**config.mk**
```make
export PLATFORM = sky130hd
export DESIGN_NAME = packed_track_cell_decoder_unit
export DESIGN_NICKNAME = d
export VERILOG_FILES = /design/src/rtl/ptcd_pkg.sv /design/src/rtl/ptcd_cell_decode.sv /design/src/rtl/packed_track_cell_decoder_unit.sv
export VERILOG_INCLUDE_DIRS = /design/src /design/src/rtl
export SDC_FILE = /design/constraint.sdc
export NUM_CORES = 1
export LEC_CHECK = 0
export BUFFER_PORTS_ARGS = -buffer_cell sky130_fd_sc_hd__buf_2
export CELL_PAD_IN_SITES_DETAIL_PLACEMENT = 1
export CELL_PAD_IN_SITES_GLOBAL_PLACEMENT = 1
export CORE_MARGIN = 2
export CORE_UTILIZATION = 40
export DETAILED_ROUTE_END_ITERATION = 16
export PLACE_DENSITY_LB_ADDON = 0.1
export SLEW_MARGIN = 5
export SYNTH_ARGS = -nofsm -noshare
export SYNTH_HDL_FRONTEND = slang
export SYNTH_SLANG_ARGS = --single-unit
```
**constraint.sdc**
```tcl
create_clock -name i_clk -period 4.2 [get_ports i_clk]
set_clock_uncertainty 0.15 [all_clocks]
set_input_delay 0.21 -clock i_clk [delete_from_list [all_inputs] [get_ports i_clk]]
set_output_delay 0.21 -clock i_clk [all_outputs]
set_load 0.1 [all_outputs]
```
**src/rtl/packed_track_cell_decoder_unit_assert.svh**
```systemverilog
// Assertion macros for the packed track cell decoder.
`ifndef PACKED_TRACK_CELL_DECODER_UNIT_ASSERT_SVH
`define PACKED_TRACK_CELL_DECODER_UNIT_ASSERT_SVH

// Property that must hold at every clock edge out of reset.
`define PTCD_ASSERT(label, prop, msg) \
    label: assert property (@(posedge i_clk) disable iff (!i_rst_n) (prop)) else $error(msg);

// Condition in one cycle implies a result in the next.
`define PTCD_ASSERT_NEXT(label, cond, expr, msg) \
    label: assert property (@(posedge i_clk) disable iff (!i_rst_n) \
        (cond) |=> (expr)) else $error(msg);

`endif

```
**src/rtl/ptcd_pkg.sv**
```systemverilog
// Types, constants and helper functions of the packed track cell decoder.
package ptcd_pkg;

    localparam int ROWS_PER_TRACK = 64;
    localparam int ROW_W          = $clog2(ROWS_PER_TRACK + 1);

    localparam logic [ROW_W-1:0] ROWS_VAL = ROW_W'(ROWS_PER_TRACK);
    localparam logic [ROW_W-1:0] LAST_ROW = ROW_W'(ROWS_PER_TRACK - 1);

    localparam logic [1:0] TOP_SKIP   = 2'b11;
    localparam logic [1:0] TOP_EFFECT = 2'b10;
    localparam logic [8:0] SKIP_BASE  = 9'h100;
    localparam logic [5:0] MAX_NOTE   = 6'd36;

    localparam logic [3:0] FX_SLIDE_UP = 4'h5;
    localparam logic [3:0] FX_SLIDE_DN = 4'h6;
    localparam logic [3:0] FX_VOL_SLD  = 4'hA;
    localparam logic [3:0] FX_UNUSED   = 4'h8;
    localparam logic [3:0] FX_NONE     = 4'h0;
    localparam logic [7:0] PRM_HALF    = 8'h80;

    typedef enum logic [2:0] {
        PH_IDLE  = 3'b001,
        PH_BYTE2 = 3'b010,
        PH_BYTE3 = 3'b100
    } t_phase;

    typedef struct packed {
        t_phase           phase;
        logic [7:0]       first_byte;
        logic [7:0]       second_byte;
        logic [ROW_W-1:0] row_count;
    } t_dec_state;

    typedef struct packed {
        logic [5:0]  row_index;
        logic [11:0] period;
        logic [4:0]  instrument;
        logic [3:0]  effect;
        logic [7:0]  effect_param;
        logic        last_row;
        logic        bad_note;
    } t_cell;

    typedef struct packed {
        logic             emit;
        t_cell            row_cell;
        t_dec_state       state;
        logic [ROW_W-1:0] skip_left;
    } t_dec_result;

    function automatic logic [11:0] period_lookup(input logic [5:0] idx);
        logic [11:0] p;
        case (idx)
            6'd1:  p = 12'd856;  6'd2:  p = 12'd808;  6'd3:  p = 12'd762;
            6'd4:  p = 12'd720;  6'd5:  p = 12'd678;  6'd6:  p = 12'd640;
            6'd7:  p = 12'd604;  6'd8:  p = 12'd570;  6'd9:  p = 12'd538;
            6'd10: p = 12'd508;  6'd11: p = 12'd480;  6'd12: p = 12'd453;
            6'd13: p = 12'd428;  6'd14: p = 12'd404;  6'd15: p = 12'd381;
            6'd16: p = 12'd360;  6'd17: p = 12'd339;  6'd18: p = 12'd320;
            6'd19: p = 12'd302;  6'd20: p = 12'd285;  6'd21: p = 12'd269;
            6'd22: p = 12'd254;  6'd23: p = 12'd240;  6'd24: p = 12'd226;
            6'd25: p = 12'd214;  6'd26: p = 12'd202;  6'd27: p = 12'd190;
            6'd28: p = 12'd180;  6'd29: p = 12'd170;  6'd30: p = 12'd160;
            6'd31: p = 12'd151;  6'd32: p = 12'd143;  6'd33: p = 12'd135;
            6'd34: p = 12'd127;  6'd35: p = 12'd120;  6'd36: p = 12'd113;
            default: p = 12'd0;
        endcase
        return p;
    endfunction

    // Slide effects: large params are negated, small ones move up a nibble.
    function automatic logic [7:0] slide_fix(input logic [3:0] fx, input logic [7:0] p);
        logic [7:0] r;
        r = p;
        if (fx == FX_SLIDE_UP || fx == FX_SLIDE_DN || fx == FX_VOL_SLD) begin
            if (p > PRM_HALF) begin
                r = 8'(SKIP_BASE - {1'b0, p});
            end else begin
                r = {p[3:0], 4'h0};
            end
        end
        return r;
    endfunction

    function automatic logic [3:0] fx_remap(input logic [3:0] fx);
        return (fx == FX_UNUSED) ? FX_NONE : fx;
    endfunction

    // Note cell without row fields.
    function automatic t_cell note_cell(input logic [7:0] c1, input logic [7:0] c2,
                                        input logic [3:0] fx, input logic [7:0] prm);
        t_cell      c;
        logic [5:0] idx;
        c            = '0;
        idx          = c1[6] ? ~c1[5:0] : c1[5:0];
        c.instrument = {c1[6], c2[7:4]};
        c.effect     = fx;
        c.effect_param = prm;
        if (idx > MAX_NOTE) begin
            c.bad_note = 1'b1;
        end else begin
            c.period = period_lookup(idx);
        end
        return c;
    endfunction

endpackage

```
**src/rtl/ptcd_cell_decode.sv**
```systemverilog
// Token decoder: next decoder state and the cell for one byte or one skip row.
module ptcd_cell_decode import ptcd_pkg::*; (
    input  t_dec_state       i_state,
    input  logic [ROW_W-1:0] i_skip_left,
    input  logic             i_drain,
    input  logic [7:0]       i_byte,
    input  logic             i_start,
    output t_dec_result      o_res
);

    always_comb begin
        t_dec_result      res;
        logic [ROW_W-1:0] row;
        logic [8:0]       run_req;
        logic [8:0]       run_left;
        logic [8:0]       run;
        logic [3:0]       fx;

        res           = '0;
        res.state     = i_state;
        res.skip_left = i_skip_left;
        run_req       = SKIP_BASE - {1'b0, i_byte};
        run_left      = 9'(ROWS_VAL) - 9'(i_state.row_count);
        run           = '0;
        fx            = '0;
        row           = i_state.row_count;

        if (i_drain) begin
            // pending empty row of a skip run
            res.emit      = 1'b1;
            res.skip_left = i_skip_left - ROW_W'(1);
        end else begin
            if (i_start) begin
                row                 = '0;
                res.state.row_count = '0;
                res.state.phase     = PH_IDLE;
                run_left            = 9'(ROWS_VAL);
            end
            if (row < ROWS_VAL) begin
                unique case (res.state.phase)
                    PH_IDLE: begin
                        if (i_byte[7:6] == TOP_SKIP) begin
                            run           = (run_req > run_left) ? run_left : run_req;
                            res.emit      = 1'b1;
                            res.skip_left = ROW_W'(run - 9'd1);
                        end else begin
                            res.state.first_byte = i_byte;
                            res.state.phase      = PH_BYTE2;
                        end
                    end
                    PH_BYTE2: begin
                        res.state.second_byte = i_byte;
                        if (res.state.first_byte[7:6] == TOP_EFFECT) begin
                            fx                        = res.state.first_byte[4:1];
                            res.emit                  = 1'b1;
                            res.row_cell.effect       = fx_remap(fx);
                            res.row_cell.effect_param = slide_fix(fx, i_byte);
                            res.state.phase           = PH_IDLE;
                        end else if (i_byte[3:0] == FX_NONE) begin
                            res.emit        = 1'b1;
                            res.row_cell    = note_cell(res.state.first_byte, i_byte,
                                                        FX_NONE, 8'h00);
                            res.state.phase = PH_IDLE;
                        end else begin
                            res.state.phase = PH_BYTE3;
                        end
                    end
                    PH_BYTE3: begin
                        fx              = res.state.second_byte[3:0];
                        res.emit        = 1'b1;
                        res.row_cell    = note_cell(res.state.first_byte,
                                                    res.state.second_byte,
                                                    fx_remap(fx), slide_fix(fx, i_byte));
                        res.state.phase = PH_IDLE;
                    end
                    default: begin
                        res.state.phase = PH_IDLE;
                    end
                endcase
            end
        end

        if (res.emit) begin
            res.row_cell.row_index = 6'(row);
            res.row_cell.last_row  = (row == LAST_ROW);
            res.state.row_count    = row + ROW_W'(1);
        end
        o_res = res;
    end

endmodule

```
**src/rtl/packed_track_cell_decoder_unit.sv**
```systemverilog
// Top level of the packed track cell decoder: input register, decoder, cell register.
//
//  channel | direction | handshake              | payload
//  --------+-----------+------------------------+----------------------------------------
//  in      | sink      | i_in_valid / o_in_stall | i_data_byte, i_track_start
//  out     | source    | o_out_valid / i_out_stall | o_row_index, o_period, o_instrument,
//          |           |                        | o_effect, o_effect_param, o_last_row,
//          |           |                        | o_bad_note
//
// One byte request is taken per cycle while o_in_stall is low. A byte is
// registered in the input register, is decoded and, if it completes a token,
// lands in the cell register once the output is free and no skip is pending.
// A skip token of n rows (clamped to the rows left in the track) holds the input
// while the skip counter issues the rest, one empty row per cycle when not stalled.
// Reset clears the token phase, row count, skip counter and both valid bits.
// A stalled output holds the cell and stalls the input only once the input
// register is also full.
module packed_track_cell_decoder_unit import ptcd_pkg::*; (
    input  logic        i_clk,
    input  logic        i_rst_n,
    input  logic        i_in_valid,
    output logic        o_in_stall,
    input  logic [7:0]  i_data_byte,
    input  logic        i_track_start,
    output logic        o_out_valid,
    input  logic        i_out_stall,
    output logic [5:0]  o_row_index,
    output logic [11:0] o_period,
    output logic [4:0]  o_instrument,
    output logic [3:0]  o_effect,
    output logic [7:0]  o_effect_param,
    output logic        o_last_row,
    output logic        o_bad_note
);

`include "packed_track_cell_decoder_unit_assert.svh"

    // input register
    logic             r_in_valid;
    logic [7:0]       r_in_byte;
    logic             r_in_start;

    // decoder state
    t_dec_state       r_state;
    logic [ROW_W-1:0] r_skip_left;

    // cell register
    logic             r_out_valid;
    t_cell            r_cell;

    t_dec_result      dec_res;
    logic             out_free;
    logic             skip_busy;
    logic             in_consume;
    logic             in_take;
    logic             step;

    assign out_free   = !r_out_valid || !i_out_stall;
    assign skip_busy  = (r_skip_left != '0);
    assign in_consume = r_in_valid && out_free && !skip_busy;
    assign step       = out_free && (skip_busy || r_in_valid);
    assign o_in_stall = r_in_valid && !in_consume;
    assign in_take    = i_in_valid && !o_in_stall;

    ptcd_cell_decode u_decode (
        .i_state     (r_state),
        .i_skip_left (r_skip_left),
        .i_drain     (skip_busy),
        .i_byte      (r_in_byte),
        .i_start     (r_in_start),
        .o_res       (dec_res)
    );

    always_ff @(posedge i_clk) begin
        if (!i_rst_n) begin
            r_in_valid <= 1'b0;
        end else if (in_take) begin
            r_in_valid <= 1'b1;
        end else if (in_consume) begin
            r_in_valid <= 1'b0;
        end
    end

    always_ff @(posedge i_clk) begin
        if (in_take) begin
            r_in_byte  <= i_data_byte;
            r_in_start <= i_track_start;
        end
    end

    always_ff @(posedge i_clk) begin
        if (!i_rst_n) begin
            r_state.phase       <= PH_IDLE;
            r_state.first_byte  <= '0;
            r_state.second_byte <= '0;
            r_state.row_count   <= '0;
            r_skip_left         <= '0;
        end else if (step) begin
            r_state     <= dec_res.state;
            r_skip_left <= dec_res.skip_left;
        end
    end

    always_ff @(posedge i_clk) begin
        if (!i_rst_n) begin
            r_out_valid <= 1'b0;
        end else if (step && dec_res.emit) begin
            r_out_valid <= 1'b1;
        end else if (!i_out_stall) begin
            r_out_valid <= 1'b0;
        end
    end

    always_ff @(posedge i_clk) begin
        if (step && dec_res.emit) begin
            r_cell <= dec_res.row_cell;
        end
    end

    assign o_out_valid    = r_out_valid;
    assign o_row_index    = r_cell.row_index;
    assign o_period       = r_cell.period;
    assign o_instrument   = r_cell.instrument;
    assign o_effect       = r_cell.effect;
    assign o_effect_param = r_cell.effect_param;
    assign o_last_row     = r_cell.last_row;
    assign o_bad_note     = r_cell.bad_note;

    // A skip run never reaches past the last row of the track.
    `PTCD_ASSERT(a_skip_in_track, !skip_busy || (r_state.row_count < ROWS_VAL),
        "skip past end")
    `PTCD_ASSERT(a_row_bound, r_state.row_count <= ROWS_VAL, "row count out of range")
    // A pending skip row that finds the output free comes out as an empty cell.
    `PTCD_ASSERT_NEXT(a_skip_empty, skip_busy && out_free,
        o_out_valid && (o_period == '0) && (o_instrument == '0) && !o_bad_note,
        "skip row not empty")
    // No byte leaves the input register while a skip run is pending.
    `PTCD_ASSERT_NEXT(a_skip_holds, skip_busy && r_in_valid,
        r_in_valid && $stable(r_in_byte), "byte lost during skip")

endmodule
```
# After elaboration in Yosys (flattened, before gate mapping)
# Memories as Yosys holds them, arrays and structs flattened.
# Cells that the tools add are included.
[totals] ff_bits=81 mem_bits_ro=1280 inputBits=13 output_inout_bits=39 elab_cells=121 memories=2
[mem_list] memory="(name not given)" words=64 width=10 rd=1 rd_ports_with_merged_regs=0 wr=0 line_no="ptcd_pkg.sv:54" source="case (idx)"
[mem_list] memory="(name not given)" words=64 width=10 rd=1 rd_ports_with_merged_regs=0 wr=0 line_no="ptcd_pkg.sv:54"
[classes] add_sub_neg=5 n_lt_le_gt_ge=4 eq_ne=16 muxes=45 n_bitwise=4 reduce_logical=29
[ops] cell="$pmux W37 S2" count=1
[ops] cell="$mux W63" count=1
[ops] cell="$mux W7" count=9
[ops] cell="$mux W57" count=1
[ops] cell="$mux W8" count=5
[ops] cell="$mux W38" count=1
[ops] cell="$mux W12" count=3
[ops] cell="$mux W23" count=1
[ops] cell="$mux W9" count=2
[ops] cell="$eq A4 B3 Y1 const B" count=4
[ops] cell="$eq A4 B4 Y1 const B" count=4
[ops] cell="$sub A7 B1 Y7 const B" count=2
[ops] cell="$mux W3" count=4
[ops] cell="$mux W6" count=2
[ops] cell="$mux W11" count=1
[ops] cell="$gt A9 B9 Y1" count=1
[ops] cell="$mux W1" count=9
[ops] cell="$sub A9 B8 Y9 const A" count=1
[ops] cell="$gt A8 B8 Y1 const B" count=1
[ops] cell="$mux W4" count=2
[ops] cell="$reduce_and A4 Y1" count=2
[ops] cell="$reduce_bool A2 Y1" count=4
[ops] cell="$sub A7 B7 Y8 const A" count=1
[ops] cell="$add A7 B1 Y7 const B" count=1
[ops] cell="22 further kinds" count=40

# Depth between registers and ports, before layout
# Gate-level depths: netlist (run 1).
[depth] depth_word=11 ltp_mapped=17 mapped_depth_nobuf=17

# Cells and area by module
# From an unflattened synthesis (run 1), not the netlist that was laid out.
[unflattened] hier_cells=663 hier_area_um2=5814.3
[modules_own_cells] module="ptcd_cell_decode" instances=1 cells_per_inst=458 area_per_inst_um2=2997.9 seq_area_each_um2=0.0
[modules_own_cells] module="packed_track_cell_decoder_unit" instances=1 cells_per_inst=205 area_per_inst_um2=2816.5 seq_area_each_um2=2082.0

# Least setup slack after synthesis (run 1)
# OpenSTA, ideal clock, no wires.
[synth_path] path_kind="reg2reg" from="reg r_in_byte[0]" to="reg r_skip_left[6]" setup_time_ns=0.072 arrival_ns=3.810 required_time_ns=3.978 setup_slack_ns=0.168 path_stages_with_launch=16 n_path_buf=0 cell_sequence="edfxtp_1 > inv_1 > ha_1 > or3b_1 > or4_1 > nor2_1 > ha_1 > nand4_2 > o22ai_1 > o311a_1 > or3_4 > nor2_1 > ha_1 > o2111a_1 > and4_1 > mux2i_1"
[synth_between] elab_chain_len=8
[synth_rtl] element="from (decl)" line_no="packed_track_cell_decoder_unit.sv:40" source="logic [7:0] r_in_byte;"
[synth_rtl] element="from (signal assigned)" line_no="packed_track_cell_decoder_unit.sv:86" source="r_in_byte <= i_data_byte;"
[synth_rtl] element="$sub A9 B8 Y9 (*)"
[synth_rtl] element="$gt A9 B9 Y1" line_no="ptcd_cell_decode.sv:43" source="run = (run_req > run_left) ? run_left : run_req;"
[synth_rtl] element="$mux W7 (*)" line_no="ptcd_cell_decode.sv:43"
[synth_rtl] element="$sub A7 B1 Y7 (*)" line_no="ptcd_cell_decode.sv:45" source="res.skip_left = ROW_W'(run - 9'd1);"
[synth_rtl] element="$mux W7 (*)" line_no="ptcd_cell_decode.sv:42" source="if (i_byte[7:6] == TOP_SKIP) begin"
[synth_rtl] element="$mux W7 (*)" line_no="ptcd_cell_decode.sv:40" source="unique case (res.state.phase)"
[synth_rtl] element="$mux W7 (*)" line_no="ptcd_cell_decode.sv:39" source="if (row < ROWS_VAL) begin"
[synth_rtl] element="$mux W7 (*)" line_no="ptcd_cell_decode.sv:28" source="if (i_drain) begin"
[synth_rtl] element="to (signal assigned)" line_no="packed_track_cell_decoder_unit.sv:100" source="r_skip_left <= dec_res.skip_left;"
[synth_rtl] element="to (decl)" line_no="packed_track_cell_decoder_unit.sv:45" source="logic [ROW_W-1:0] r_skip_left;"
# Every way passes the cells marked *; elsewhere a longest branch is shown, timed or not. The select of a mux whose other input is x is not followed.
# A chain may end at the register's enable or synchronous reset.

# Final worst setup path (run 1)
# Ends and elaborated chain as after synthesis.

==> flow_summary.toml, run 1 <==
[outcome]
outcome = "finished clean"

[detailed_routing]
ant_nets = 0
dr.pass1.iters = 4
viasPerCell = 5.49
wire_per_inst_um = 17.6
remaining_drc_errors = 0
drtIter0Drc = 199
vias = 4282
drt-total-wl_um = 13700

[pwr]
p_total_w = 0.00470
pwr_density_cell_nw_per_um2 = 794
p_leak_nw = 2.36
irDropWorstVdd_uv = 349

[setup_path]
reg2reg_from = "r_in_byte[0]"
crit_arrival_ns = 4.19
cp_max_fo = 4
crit_path_start_kind = "flip-flop"
r2r_cells = 14
required_ns = 4.33
crit_start = "r_in_byte[0]"
worstSetupEndpointType = "flip-flop"
path_class = "reg2reg"

[layout]
area_growth_pct = 19.4
fillers = 1413
nNetsFinal = 641
num_antenna_cells = 0
mostFrequentLayoutCell = "nor2_1"
drive_above_1_share_pct = 19.3
final_area_um2 = 5920
layout_common_cells = "50 x nor2_1, 49 x buf_2, 46 x nand2_1"

[floorplan]
dieArea_um2 = 13300
die_w_um = 115
initial_core_util_pct = 41.1
core_area_um2 = 12100
die_h_um = 115
ioPinCount = 52
rows = 40

[min_path]
hold_path.class = "in2reg"
whs_path_depth = 2
timing.hold.worst.start = "i_rst_n"

[synthesis]
synthFlopType = "edfxtp_1"
synth_cells = 542
syn_area_um2 = 4960
synth.distinct_cells = 74
synth-seq-area-share_pct = 40.8
synth_top_area_share_pct = 26.6
synth_top_area_cell = "edfxtp_1"
synthTopCellsByArea = "edfxtp_1 27%, dfxtp_1 14%, ha_1 5.3%, a21oi_1 4.3%, nor2_1 3.9%"
async_flop_share_pct = 0
yosys_warnings = 0
ys_ff_latch = 79
avgSynthCellArea_um2 = 9.15
synth_edf_count = 44

[clock_tree]
cts.sinks = 79
htreeDepth = 3
max-clock-path-buffers = 2
clk_latency_ns = 0.35
cts_tree = "built"
cts_buffers = 9
clk_pin_slew_ns = 0.06
cts-root-buf = "clkbuf_16"

[global_routing]
grt_pass1_vias = 4413
grt_first_pass_wirelength_um = 22600
grtUsageTotal_pct = 21.8
grt_max_degree = 40
grt_overflow = 0
antenna_found_initial = 0

[timing]
tightestPinTransition_ns = 0.858
min_period_ns = 4.06
slew_headroom_pct = 42.4
post-route-period-util_pct = 96.6
hold_viol = 0
finalSetupViolCount = 0
maxSlewViolCount = 0
max_freq_mhz = 246

[placed_design]
place_congestion = 0.829
io_buffers = 49
dpl.hpwl_um = 9940
place_area_um2 = 5420

[flow_run]
drv_cap = 0
## cell usage after synthesis (3+ instances only)
cell	count
a211oi_1	7
a21boi_0	4
a21oi_1	43
a22oi_1	11
a311oi_1	3
a31oi_1	8
and2_1	12
and3_1	4
and4_1	3
buf_4	3
clkbuf_1	25
dfxtp_1	35
edfxtp_1	44
ha_1	21
inv_1	19
mux2i_1	19
nand2_1	46
nand2b_1	3
nand3_1	9
nor2_1	51
nor2b_1	21
nor3_1	20
nor3b_1	5
nor4_1	5
o211ai_1	11
o21ai_0	23
o21bai_1	3
o22ai_1	3
xnor2_1	13
xor2_1	9
## critical path: stages (launching register included)
cell and delay, ns:
edfxtp_1 0.45, inv_1 0.12, ha_1 0.16, or3b_1 0.37, or4_4 0.44, nor2_1 0.11
ha_1 0.26, a21o_2 0.26, o311a_1 0.35, or3_4 0.41, nor2_2 0.12, ha_2 0.21
o2111a_1 0.17, and4_1 0.22, mux2i_1 0.17
## worst paths after layout
| kind | endpoint | slack, ns |
|---|---|---|
| worst max-delay path | r_skip_left[6] | 0.14 |
| worst max register to register | r_skip_left[6] | 0.14 |
| worst min-delay path | r_state[23] | 0.19 |
| worst min register to register | r_skip_left[2] | 0.35 |
## state kept, by name, summed over array words and instances (netlist names), 4 cells and up
name	cells
r_skip_left	7
o_instrument	5
o_period	10
o_row_index	6
o_effect_param	8
o_effect	4
r_in_byte	8
r_state	26
## cell families (layout without fill, tap and decap cells)
family | count (synthesis) | count (layout) | share of synthesized area (%)
adders and majority gates | 21 | 21 | 5.30
other | 1 | 2 | 0.0756
and+or+nand+nor | 199 | 199 | 20.9
AOI/OAI and AO/OA | 147 | 147 | 20.3
xor gates and xnor gates | 22 | 22 | 3.89
DFF | 79 | 79 | 40.8
buffers and inverters | 53 | 122 | 4.64
muxes | 20 | 20 | 4.11
## metrics by stage
step	setup slack [ns]	hold WS, ns	util [%]	TNS [ns]	instances
final	0.142	0.193	49.1	0	780
after floorplan	0.168	0.159	-	0	543
after CTS	0.00581	0.193	48.5	0	776
after global placement	0.125	0.237	44.9	0	747
after global routing	-0.0195	0.248	49.1	-0.0441	780
after detailed placement	-0.0549	0.239	44.9	-0.0594	747
## power breakdown
| group | total (W) | switching (W) | internal, W |
|---|---|---|---|
| sequential | 0.00122 | 0.000122 | 0.00110 |
| combinational | 0.00268 | 0.00209 | 0.000588 |
| clock | 0.000800 | 0.000344 | 0.000456 |
| total | 0.00470 | 0.00256 | 0.00214 |
## area by class of cell
cell class,instances,area [um2],share of cell area [%]
tap,168,210,3.55
clock buffer,11,264,4.46
clock inverter,5,38.8,0.655
inverter,20,75.1,1.27
sequential,79,2020,34.1
multi-input combinational,411,2760,46.6
timing repair buffer,86,551,9.30
## layer usage
layer  track usage [%]  share of wire [%]  up-vias
met4              6.99                1.3        0
met2              38.8                 52       49
met5                 0                  0        -
met1              26.7                 44     2102
li1                  -                  -     2118
met3              3.64                2.9       13
## timing repair
item / CTS / global route
hold endpoints to repair: 11 / 0
hold buffers: 11 / 0
cloned: 0 / 0
buffers inserted: 2 / 4
pin swaps: 0 / 3
gates resized for setup: 1 / 9
setup endpoints to repair: 3 / 4
Power figures use the tool's default switching activity.
==> run 2: changes to the inputs <==
CORE_UTILIZATION = 41   (was 40)
==> run 2 against run 1 <==
Against the previous run: non-clock buffer count decreased by 5; critical path type unchanged; highest routed layer unchanged; sequential cell count unchanged; via count increased by 2.0%.
==> flow_summary.toml, run 2 (same netlist as run 1, synthesis figures left out) <==
[min_path]
timing.hold.worst.start = "i_rst_n"
hold_path.class = "in2reg"
whs_path_depth = 2
whs_endpoint = "r_state[23]"

[floorplan]
die_h_um = 114
rows = 40
die_w_um = 114
ioPinCount = 52
initial_core_util_pct = 41.6
dieArea_um2 = 13000
core_area_um2 = 11900

[detailed_routing]
wire_per_inst_um = 18.8
ant_nets = 0
vias = 4369
dr.pass1.iters = 4
drtIter0Drc = 260
remaining_drc_errors = 0
viasPerCell = 5.79
drt-total-wl_um = 14200

[setup_path]
worstSetupEndpointType = "flip-flop"
required_ns = 4.32
crit_path_start_kind = "flip-flop"
r2r_slack_ns = 0.13
path_class = "reg2reg"
r2r_cells = 17
crit_arrival_ns = 4.19
reg2reg_from = "r_in_byte[1]"
cp_max_fo = 6
timing.rr.end = "r_skip_left[3]"

[placed_design]
io_buffers = 49
place_area_um2 = 5380
dpl.hpwl_um = 10100
place_congestion = 0.830

[pwr]
pwr-share-seq_pct = 25.5
irDropWorstVdd_uv = 326
p_comb_share_pct = 57.6
switching_share_pct = 54.1
power_switching_w = 0.00260
internal_power_w = 0.00220
p_total_w = 0.00480
pwr_density_cell_nw_per_um2 = 816
power_frac_clock_pct = 16.9
p_leak_nw = 2.32

[clock_tree]
cts.sinks = 79
max-clock-path-buffers = 2
htreeDepth = 3
clk_pin_slew_ns = 0.06
cts-root-buf = "clkbuf_16"
cts_tree = "built"
clk_latency_ns = 0.35
cts_buffers = 9

[timing]
maxSlewViolCount = 0
hold_viol = 0
finalSetupViolCount = 0
post-route-period-util_pct = 97.0
min_period_ns = 4.07
slew_headroom_pct = 37.4
rsz0062_at_grt = "true"
max_freq_mhz = 246
tightestPinTransition_ns = 0.932

[global_routing]
grt_first_pass_wirelength_um = 23000
grt.met3_usage_pct = 4.14
grt_overflow = 0
grt_pass1_vias = 4590
busiest_layer = "met2"
grtUsageTotal_pct = 22.5
antenna_found_initial = 0
use_met1_pct = 27.2
met2_usage_pct = 39.2
grt_max_degree = 40

[layout]
final_area_um2 = 5880
largest_reg_flops = 26
num_antenna_cells = 0
layout_common_cells = "49 x nor2_1, 49 x buf_2, 46 x nand2_1"
largest-register = "r_state"
area_growth_pct = 18.6
drive_above_1_share_pct = 18.9
fillers = 1399
fin_util_pct = 49.4
nNetsFinal = 636

[flow_run]
drv_cap = 0

[outcome]
outcome = "finished clean"
[run 2: changes by cell type in the layout (fill, tap and decap cells not counted), moves of 2 or more]
cell | before | now
clkbuf_1 | 0 | 2
a21oi_2 | 2 | 4
clkinv_4 | 3 | 0
nor3_1 | 18 | 20
clkinvlp_4 | 0 | 2
a21oi_1 | 42 | 40
buf_4 | 26 | 20
[run 2: per-stage QoR]
step                TNS, ns  hold slack [ns]  worst slack, ns  std cells
finish                    0            0.204            0.127        754
detailed placement   -0.168            0.239          -0.0877        722
global route        -0.0802            0.257          -0.0395        754
CTS                       0            0.206          0.00873        750
floorplan                 0            0.159            0.168        543
global placement          0            0.236            0.104        722
[run 2: repair_timing]
action                                  4_1_cts  5_1_grt
setup buffers                                 1        4
hold endpoints to repair                     11        0
endpoints found under the setup margin        3        5
pin swaps                                     1        3
hold buffers                                 11        0
gates resized for setup                       3       12
[run 2: how the worst max path moves through the flow]
stage	to	startpoint	slack, ns	depth (start not counted)
after floorplan	r_skip_left[6]	r_in_byte[0]	0.17	15
after global placement	r_skip_left[4]	r_in_byte[1]	0.10	16
after detailed placement	r_skip_left[4]	r_in_byte[1]	-0.09	16
after CTS	r_skip_left[6]	r_in_byte[1]	0.009	15
after global routing	r_skip_left[3]	r_in_byte[1]	-0.04	17
final	r_skip_left[3]	r_in_byte[1]	0.13	17
[run 2: per-layer routing]
metal  vias to the layer above  share of wire, %
met1                      2141                44
met3                        25               2.7
met4                         0               2.5
li1                       2116                 -
met5                         -                 0
met2                        87                51
[run 2: final cells by class]
| class | count | area, um2 | share of cell area (%) |
|---|---|---|---|
| clock buffers | 12 | 246 | 4.19 |
| clock inverters | 4 | 53.8 | 0.915 |
| inverters | 20 | 75.1 | 1.28 |
| multi-input cells | 411 | 2780 | 47.2 |
| flip-flops and latches | 79 | 2020 | 34.4 |
| well taps | 147 | 184 | 3.13 |
| repair buffers | 81 | 526 | 8.93 |
[run 2: critical path, cell delays in order, from the launching register on]
cell,delay (ns)
edfxtp_1,0.44
inv_2,0.11
ha_2,0.19
or3b_4,0.39
buf_4,0.15
inv_2,0.06
ha_1,0.25
inv_1,0.07
ha_1,0.25
a21oi_2,0.17
o22ai_1,0.12
buf_4,0.16
o31ai_4,0.30
buf_4,0.22
mux2i_1,0.40
a21oi_2,0.17
a211o_2,0.32
o211ai_1,0.08
[run 2: power by group through the flow]
stage	Combinational (W)	Clock, W	Sequential [W]
6_report	0.00276	0.000813	0.00122
3_5_place_dp	0.00268	0	0.00124
4_1_cts	0.00271	0.000832	0.00122
3_3_place_gp	0.00263	0	0.00123
2_1_floorplan	0.00103	0	0.00236
5_1_grt	0.00293	0.000860	0.00125
